==> config.mk <==
export PLATFORM = sky130hd
export DESIGN_NAME = usb_bulk_rx_frame_deframer
export DESIGN_NICKNAME = d
export VERILOG_FILES = /design/src/sv/usbrx_pkg.sv /design/src/sv/usb_bulk_rx_frame_deframer.sv
export SDC_FILE = /design/constraint.sdc
export NUM_CORES = 1
export LEC_CHECK = 0
export BUFFER_PORTS_ARGS = -buffer_cell sky130_fd_sc_hd__buf_4
export CAP_MARGIN = 20
export CORE_ASPECT_RATIO = 0.75
export CORE_MARGIN = 2
export CORE_UTILIZATION = 55
export DETAILED_ROUTE_END_ITERATION = 7
export PLACE_DENSITY_LB_ADDON = 0.08
export SKIP_LAST_GASP = 1
export SYNTH_ARGS = -nofsm -noshare
export SYNTH_HDL_FRONTEND = slang
export SYNTH_SLANG_ARGS = --single-unit
==> constraint.sdc <==
create_clock -name clk -period 4.4 [get_ports clk]
set_input_delay 0 -clock clk [delete_from_list [all_inputs] [get_ports clk]]
set_output_delay 0 -clock clk [all_outputs]
set_load 0.03 [all_outputs]
==> src/sv/usbrx_pkg.sv <==
`timescale 1ns / 1ps
`default_nettype none

package usbrx_pkg;

  localparam int HEADER_BYTES = 10;
  localparam int LENGTH_BITS  = 14;
  localparam int ERR_BIT      = 22;   // receive error flag in the header word

  typedef enum logic [1:0] {
    PH_HEADER  = 2'd0,
    PH_PAYLOAD = 2'd1,
    PH_PAD     = 2'd2
  } phase_t;

endpackage

`default_nettype wire

==> src/sv/usb_bulk_rx_frame_deframer.sv <==
`timescale 1ns / 1ps
`default_nettype none

// Bulk receive deframer.
// Input channel: in_valid / in_stall with data_byte and transfer_end, one word
// per cycle unless in_stall; transfer_end marks a bulk transfer's last byte.
// Output channel: out_valid / out_stall with frame_byte, frame_end and
// frame_abort; one word per payload byte of a frame without receive error.
// Each frame is a 10-byte header (length and error flag in its first
// little-endian 32-bit word), the payload, then padding to a 4-byte boundary.
// Errored and zero-length frames give no words. A transfer that ends inside a
// payload marks its last delivered byte with frame_abort; downstream drops it.
// A payload byte appears on the output in the cycle after it is taken.
// Throughput: one byte per cycle while out_stall is low; the parser state is
// a few small counters updated in the same cycle as the byte is taken.
// The output register is the only buffer: in_stall is high exactly while a
// word is held and out_stall is high, so a receiver stall backs up the input.
// Reset (rst, synchronous) returns the parser to the header phase at offset
// zero and empties the output register.
module usb_bulk_rx_frame_deframer (
  input  wire logic       clk,
  input  wire logic       rst,
  input  wire logic       in_valid,
  output logic            in_stall,
  input  wire logic [7:0] data_byte,
  input  wire logic       transfer_end,
  output logic            out_valid,
  input  wire logic       out_stall,
  output logic [7:0]      frame_byte,
  output logic            frame_end,
  output logic            frame_abort
);
  import usbrx_pkg::*;

  localparam logic [LENGTH_BITS-1:0] LEN_ONE = LENGTH_BITS'(1);

  phase_t                 parse_phase, parse_phase_next;
  logic [3:0]             header_count, header_count_next;
  logic [23:0]            header_word, header_word_next;
  logic [LENGTH_BITS-1:0] payload_left, payload_left_next;
  logic                   frame_good, frame_good_next;
  logic [1:0]             offset_mod4, offset_mod4_next;

  logic                   in_acc;
  logic                   emit, emit_end, emit_abort;
  logic [3:0]             cnt_inc;
  logic [23:0]            hdr_cur;
  logic                   final_byte;

  assign in_stall = out_valid && out_stall;
  assign in_acc   = in_valid && !in_stall;

  // next-state logic
  always_comb begin
    parse_phase_next  = parse_phase;
    header_count_next = header_count;
    header_word_next  = header_word;
    payload_left_next = payload_left;
    frame_good_next   = frame_good;
    offset_mod4_next  = offset_mod4 + 2'd1;
    cnt_inc           = header_count + 4'd1;
    hdr_cur           = header_word;
    final_byte        = (payload_left <= LEN_ONE);

    case (parse_phase)
      PH_PAYLOAD: begin
        if (final_byte) begin
          header_count_next = '0;
          header_word_next  = '0;
          payload_left_next = '0;
          frame_good_next   = 1'b0;
          parse_phase_next  = (offset_mod4_next == 2'd0) ? PH_HEADER : PH_PAD;
        end else begin
          payload_left_next = payload_left - LEN_ONE;
        end
      end
      PH_PAD: begin
        if (offset_mod4_next == 2'd0) parse_phase_next = PH_HEADER;
      end
      default: begin
        case (header_count)
          4'd0:    hdr_cur[7:0]   = header_word[7:0]   | data_byte;
          4'd1:    hdr_cur[15:8]  = header_word[15:8]  | data_byte;
          4'd2:    hdr_cur[23:16] = header_word[23:16] | data_byte;
          default: hdr_cur        = header_word;
        endcase
        header_word_next  = hdr_cur;
        header_count_next = cnt_inc;
        if (({1'b0, cnt_inc} >= 5'(HEADER_BYTES)) || (cnt_inc == 4'd0)) begin
          if (hdr_cur[LENGTH_BITS-1:0] == '0) begin
            // zero-length frame: nothing to pass on, go straight to padding
            header_count_next = '0;
            header_word_next  = '0;
            payload_left_next = '0;
            frame_good_next   = 1'b0;
            parse_phase_next  = (offset_mod4_next == 2'd0) ? PH_HEADER : PH_PAD;
          end else begin
            header_count_next = '0;
            payload_left_next = hdr_cur[LENGTH_BITS-1:0];
            frame_good_next   = !hdr_cur[ERR_BIT];
            parse_phase_next  = PH_PAYLOAD;
          end
        end
      end
    endcase

    if (transfer_end) begin
      parse_phase_next  = PH_HEADER;
      header_count_next = '0;
      header_word_next  = '0;
      payload_left_next = '0;
      frame_good_next   = 1'b0;
      offset_mod4_next  = '0;
    end
  end

  // result logic
  always_comb begin
    emit       = 1'b0;
    emit_end   = 1'b0;
    emit_abort = 1'b0;
    case (parse_phase)
      PH_PAYLOAD: begin
        emit       = frame_good;
        emit_end   = final_byte;
        emit_abort = transfer_end && !final_byte;
      end
      default: begin
        emit = 1'b0;
      end
    endcase
  end

  always_ff @(posedge clk) begin
    if (rst) begin
      parse_phase  <= PH_HEADER;
      header_count <= '0;
      header_word  <= '0;
      payload_left <= '0;
      frame_good   <= 1'b0;
      offset_mod4  <= '0;
    end else if (in_acc) begin
      parse_phase  <= parse_phase_next;
      header_count <= header_count_next;
      header_word  <= header_word_next;
      payload_left <= payload_left_next;
      frame_good   <= frame_good_next;
      offset_mod4  <= offset_mod4_next;
    end
  end

  always_ff @(posedge clk) begin
    if (rst) begin
      out_valid <= 1'b0;
    end else if (!out_valid || !out_stall) begin
      out_valid <= in_acc && emit;
    end
  end

  always_ff @(posedge clk) begin
    if (in_acc && emit) begin
      frame_byte  <= data_byte;
      frame_end   <= emit_end;
      frame_abort <= emit_abort;
    end
  end

endmodule

`default_nettype wire
==> impl_metrics.json, run 1 <==
{
  "cp.arrival_ps": 3230,
  "core_area_um2": 4927,
  "yosysWarnings": 0,
  "crit_type": "reg -> reg",
  "final_nets": 355,
  "post_drt_wl_per_cell_um": 19.57,
  "antenna_found_initial": 0,
  "num_vias": 2755,
  "setup-violations-final": 0,
  "synth.area.mux_share_pct": 0.3981,
  "cp.required_ps": 4550,
  "clock.fmax_ghz": 0.3248,
  "ys_seq_area_share_pct": 38.21,
  "ys_async_sr_fraction_pct": 0,
  "seqCellArea_um2": 1081,
  "final_cell_mix": "39 x dfxtp_1, 32 x buf_4, 22 x a21oi_1, 15 x nor2_1, 15 x a211oi_1",
  "synth_area_leaders": "dfxtp_1 28%, edfxtp_1 11%, a211oi_1 4.0%, ha_1 4.0%, a21oi_1 3.9%",
  "cts_tree": "yes",
  "syn_avg_cell_area_um2": 9.067,
  "use_met1_pct": 42.87,
  "dieArea_um2": 5739,
  "grt_pass1_vias": 2441,
  "min_period_ps": 3079,
  "final_common_cell": "dfxtp_1",
  "rsz0062_at_grt": "false",
  "slew_headroom_pct": 26.80,
  "drt-initial-drc-count": 390,
  "pin_count": 25,
  "run_status": "completed",
  "gp_congestion": 0.8219,
  "fin_area_um2": 3193,
  "maxSlewViolCount": 0,
  "htree_levels": 2,
  "die_height_um": 66.11,
  "cts_made_buffers": 5,
  "grt_pass1_wl_um": 12560,
  "synthSimpleGateAreaFrac_pct": 18.31,
  "wl_um": 7709,
  "crit_fanout": 14,
  "netlist_area_um2": 2829,
  "clk_latency_ps": 310,
  "synth_xor_xnor_area_share_pct": 0,
  "hpwl_um": 5285,
  "via_per_inst": 6.992,
  "syn_nets": 334,
  "p_per_area_nw_per_um2": 293.4,
  "startpoint": "header_count[1]",
  "cts-root-buf": "clkbuf_8",
  "clock_sinks": 49,
  "worst_slew_pin_slew_ps": 1091,
  "layout_setup_ws_ps": 1321,
  "start_util_pct": 57.41,
  "fp.dieW_um": 86.82,
  "num_antenna_cells": 0,
  "fin_total_pwr_w": 0.0009368,
  "port_buffers": 24,
  "synth-seq-cells": 49,
  "critPathLaunchType": "flip-flop",
  "cp-end-kind": "flip-flop",
  "clkTransAtPathRegs_ps": 100,
  "synth_top_family_by_area": "compound AO/OA/AOI/OAI gates",
  "final_layout_size_suffix_gt1_share_pct": 15.27,
  "final_hold_viol_count": 0,
  "timing.rr.start": "header_count[1]",
  "p_leak_nw": 1.133,
  "area_delta_synth_final_pct": 12.87,
  "synthCells": 312,
  "post_synth_num_cell_types": 56,
  "hold_path.startpoint": "out_stall",
  "grtUsageMet2_pct": 42.56,
  "ant_nets": 0,
  "gr-usage-met3_pct": 5.743,
  "nFillCells": 450,
  "fin_tns_setup_ps": 0,
  "overflow": 0,
  "rows": 22,
  "cts_setup_buffers": 0,
  "dr.pass1.iters": 5,
  "clk_path_buf_depth": 2,
  "post-synth-top-area-fraction_pct": 27.60,
  "synth_flop_cell": "dfxtp_1",
  "dpl-instance-area_um2": 3010,
  "grt_max_degree": 33,
  "drc_errors": 0,
  "finalClockSkew_ps": 7.946,
  "yosys.area.top_type": "dfxtp_1",
  "synth_compound_area_share_pct": 33.04,
  "hp-class": "in -> reg",
  "synth-adder-area-share_pct": 3.981,
  "peakVddDrop_mv": 0.1929,
  "synth_edf_count": 10,
  "drv_cap": 0,
  "period_share_pct": 69.98,
  "grtUsageTotal_pct": 28.56,
  "grt_busiest_layer": "met1",
  "multi_input_area_um2": 1577,
  "place_ws_ps": 1373
}
==> critical path, cell delays in order (launching register included) <==
cell	delay [ps]
dfxtp_1	510
inv_1	110
ha_1	240
nor3b_1	150
buf_4	200
a2111oi_0	540
nand2_1	140
o21ai_1	860
a211oi_1	170
==> cells in the mapped netlist, drive strengths merged, types with 5 or more instances <==
master / instances
o31ai: 5
ha: 9
a211oi: 15
nand2: 8
a32o: 9
or4: 6
or2: 6
nor3: 10
a31oi: 5
a21oi: 23
nor4: 6
nand4: 8
nor2: 15
dfxtp: 39
or3: 9
inv: 11
buf: 9
o211ai: 10
o21ai: 15
clkbuf: 17
edfxtp: 10
a41oi: 13
o32ai: 6
==> sequential cells by signal, summed over array words and instances (netlist names) <==
signal / cells
offset_mod4: 2
frame_abort: 1
header_count: 4
out_valid: 1
frame_end: 1
header_word: 15
frame_byte: 8
payload_left: 14
parse_phase: 2
frame_good: 1
==> power breakdown <==
part / internal, W / switching (W)
Combinational: 0.0000644 / 0.000101
Clock: 0.000118 / 0.000171
Sequential: 0.000469 / 0.0000128
==> cells by family (layout without fill, tap and decap cells) <==
group / after synthesis / after routing
flops: 49 / 49
buf+inv: 38 / 60
simple gates: 91 / 91
fa+ha+maj: 9 / 9
compound gates: 124 / 124
mux: 1 / 1
==> path summary, 6_finish.rpt <==
| check | slack (ps) | depth (start not counted) | endpoint |
|---|---|---|---|
| worst max-delay path | 1320 | 8 | header_word[2] |
| worst min-delay path | 70 | 3 | out_valid |
| worst max register to register | 1320 | 8 | header_word[2] |
| worst min register to register | 510 | 1 | payload_left[9] |
==> what timing repair did <==
action | CTS | global route
hold buffers | 8 | 0
endpoints found under the hold margin | 8 | 0
resized for setup | 0 | 0
==> per-layer routing <==
metal,vias to the layer above,wire (µm)
li1,1288,-
met1,1326,3772
met2,132,3309
met3,9,555
met4,0,72
met5,-,0
==> cell type report <==
class	instances	share of cell area, %
Multi-Input combinational cell	225	49.37
Sequential cell	49	33.86
Timing Repair Buffer	40	10.03
Tap cell	60	2.351
Clock buffer	5	2.155
Inverter	12	1.411
Clock inverter	3	0.8229
==> through the flow <==
stage,std cells,utilization (%),hold slack (ps)
after CTS,393,64.65,81.86
final,394,64.80,74.41
after detailed placement,377,61.10,225.4
after floorplan,312,-,98.87
after global routing,394,64.80,88.90
after global placement,377,61.10,224.7
No activity file was read; power rests on OpenSTA's default activity.
==> inputs of run 2 (changes only) <==
Clock period 4.4 ns to 3 ns, I/O delays scaled along.
==> run 2 against run 1 <==
Against the previous run: global-route usage rose by 1.0 points; final cell count increased by 1.3%; combinational power rose by 48%; sequential power grew 46%; fmax rose by 8.0%; clock power rose by 45%; largest power group unchanged.
==> impl_metrics.json, run 2 (synthesis results as in run 1) <==
{
  "slew_headroom_pct": 51.53,
  "largest_reg_flops": 15,
  "p_leak_nw": 1.149,
  "clk_path_buf_depth": 2,
  "grt_max_degree": 33,
  "seqCellArea_um2": 1081,
  "via_per_inst": 7.093,
  "cts-root-buf": "clkbuf_8",
  "grt_pass1_wl_um": 13210,
  "fin_tns_setup_ps": 0,
  "crit_fanout": 13,
  "r2r_cells": 8,
  "post_drt_wl_per_cell_um": 20.23,
  "hp-class": "in -> reg",
  "clkTransAtPathRegs_ps": 100,
  "cp-end-kind": "flip-flop",
  "worst_slew_pin_slew_ps": 708.8,
  "min_period_ps": 2852,
  "run_status": "completed",
  "clk_latency_ps": 310,
  "r2r_end": "header_word[11]",
  "port_buffers": 24,
  "final_common_cell": "dfxtp_1",
  "reg.largest.list": "header_word: 15 flops, payload_left: 14 flops, frame_byte: 8 flops",
  "final_layout_size_suffix_gt1_share_pct": 16.52,
  "multi_input_area_um2": 1577,
  "cts_setup_buffers": 0,
  "maxSlewViolCount": 0,
  "startpoint": "header_count[0]",
  "drc_errors": 0,
  "final_hold_viol_count": 0,
  "wl_um": 8073,
  "antenna_found_initial": 0,
  "period_share_pct": 95.06,
  "top_register": "header_word",
  "crit_end": "header_word[11]",
  "peakVddDrop_mv": 0.1967,
  "cp.required_ps": 3200,
  "finalClockSkew_ps": 8.247,
  "setup-violations-final": 0,
  "critPathLaunchType": "flip-flop",
  "gp_congestion": 0.8781,
  "final_nets": 360,
  "grtUsageTotal_pct": 29.56,
  "holdPathStages": 3,
  "pin_count": 25,
  "cts_made_buffers": 5,
  "drv_cap": 0,
  "cts_tree": "yes",
  "final_cell_mix": "39 x dfxtp_1, 37 x buf_4, 22 x a21oi_1, 15 x nor2_1, 15 x a211oi_1",
  "clock_sinks": 49,
  "num_vias": 2830,
  "nFillCells": 433,
  "die_height_um": 66.11,
  "fin_cells": 399,
  "dieArea_um2": 5739,
  "start_util_pct": 57.41,
  "dr.pass1.iters": 5,
  "r2r_setup_slack_ps": 150,
  "fp.dieW_um": 86.82,
  "cp.arrival_ps": 3050,
  "hpwl_um": 5527,
  "rsz0062_at_grt": "false",
  "p_per_area_nw_per_um2": 424.6,
  "crit_type": "reg -> reg",
  "dp_cells": 383,
  "area_delta_synth_final_pct": 14.20,
  "clock.fmax_ghz": 0.3507,
  "ant_nets": 0,
  "rows": 22,
  "core_area_um2": 4927,
  "overflow": 0,
  "htree_levels": 2,
  "drt-initial-drc-count": 263,
  "grt_pass1_vias": 2576,
  "timing.rr.start": "header_count[0]",
  "num_antenna_cells": 0
}
-- run 2: changes by cell type in the layout (fill, tap and decap cells not counted), sizes merged --
cell      change
buf           +5
clkinvlp      +2
inv           -2
-- run 2: worst min path at each step --
stage / start / endpoint / slack [ps]
final: out_stall / out_valid / 60
after global routing: out_stall / out_valid / 80
after CTS: out_stall / out_valid / 60
after detailed placement: data_byte[7] / frame_byte[7] / 230
after global placement: data_byte[7] / frame_byte[7] / 230
after floorplan: data_byte[0] / frame_byte[0] / 100
-- run 2: per-layer routing --
metal  track usage (%)  vias up  part of all wire [%]
li1                  -     1305                     -
met1             44.12     1358                    47
met2             44.37      144                    42
met3             3.995       23                   8.2
met4             8.398        0                   2.5
met5                 0        -                     0
-- run 2: final cells by class --
cell class                 instances  share of cell area [%]
clock buffer                       5                   2.130
inverter                          12                   1.394
sequential                        49                   33.46
clock inverter                     3                  0.8133
timing repair buffer              45                   11.08
multi-input combinational        225                   48.80
tap                               60                   2.324
-- run 2: power breakdown --
part	leakage (nW)	switching (W)	total (W)	internal, W
Combinational	0.701	0.000149	0.000245	0.0000966
Sequential	0.406	0.0000184	0.000706	0.000688
Clock	0.0423	0.000250	0.000420	0.000170
Total	1.15	0.000417	0.00137	0.000955
-- run 2: critical path, stage by stage, from the launching register on --
cell	delay (ps)
dfxtp_1	510
inv_1	140
ha_1	360
or3_1	370
a21oi_1	250
o31a_1	440
nor3_1	120
buf_4	210
a211oi_1	340
-- run 2: stage by stage --
step	area, µm²	util (%)	hold slack (ps)	worst slack, ps	power [W]
after detailed placement	3055	62.01	228.4	326.6	0.0009512
after CTS	3231	65.57	59.81	226.8	0.001370
after floorplan	2829	-	98.87	534.0	0.0008764
after global placement	3055	62.01	226.5	450.9	0.0009481
final	3231	65.57	59.95	148.2	0.001372
after global routing	3231	65.57	77.11	10.75	0.001421
-- run 2: timing repair --
item	CTS	global route
gates resized for setup	0	0
endpoints found under the hold margin	8	0
hold buffers	8	0
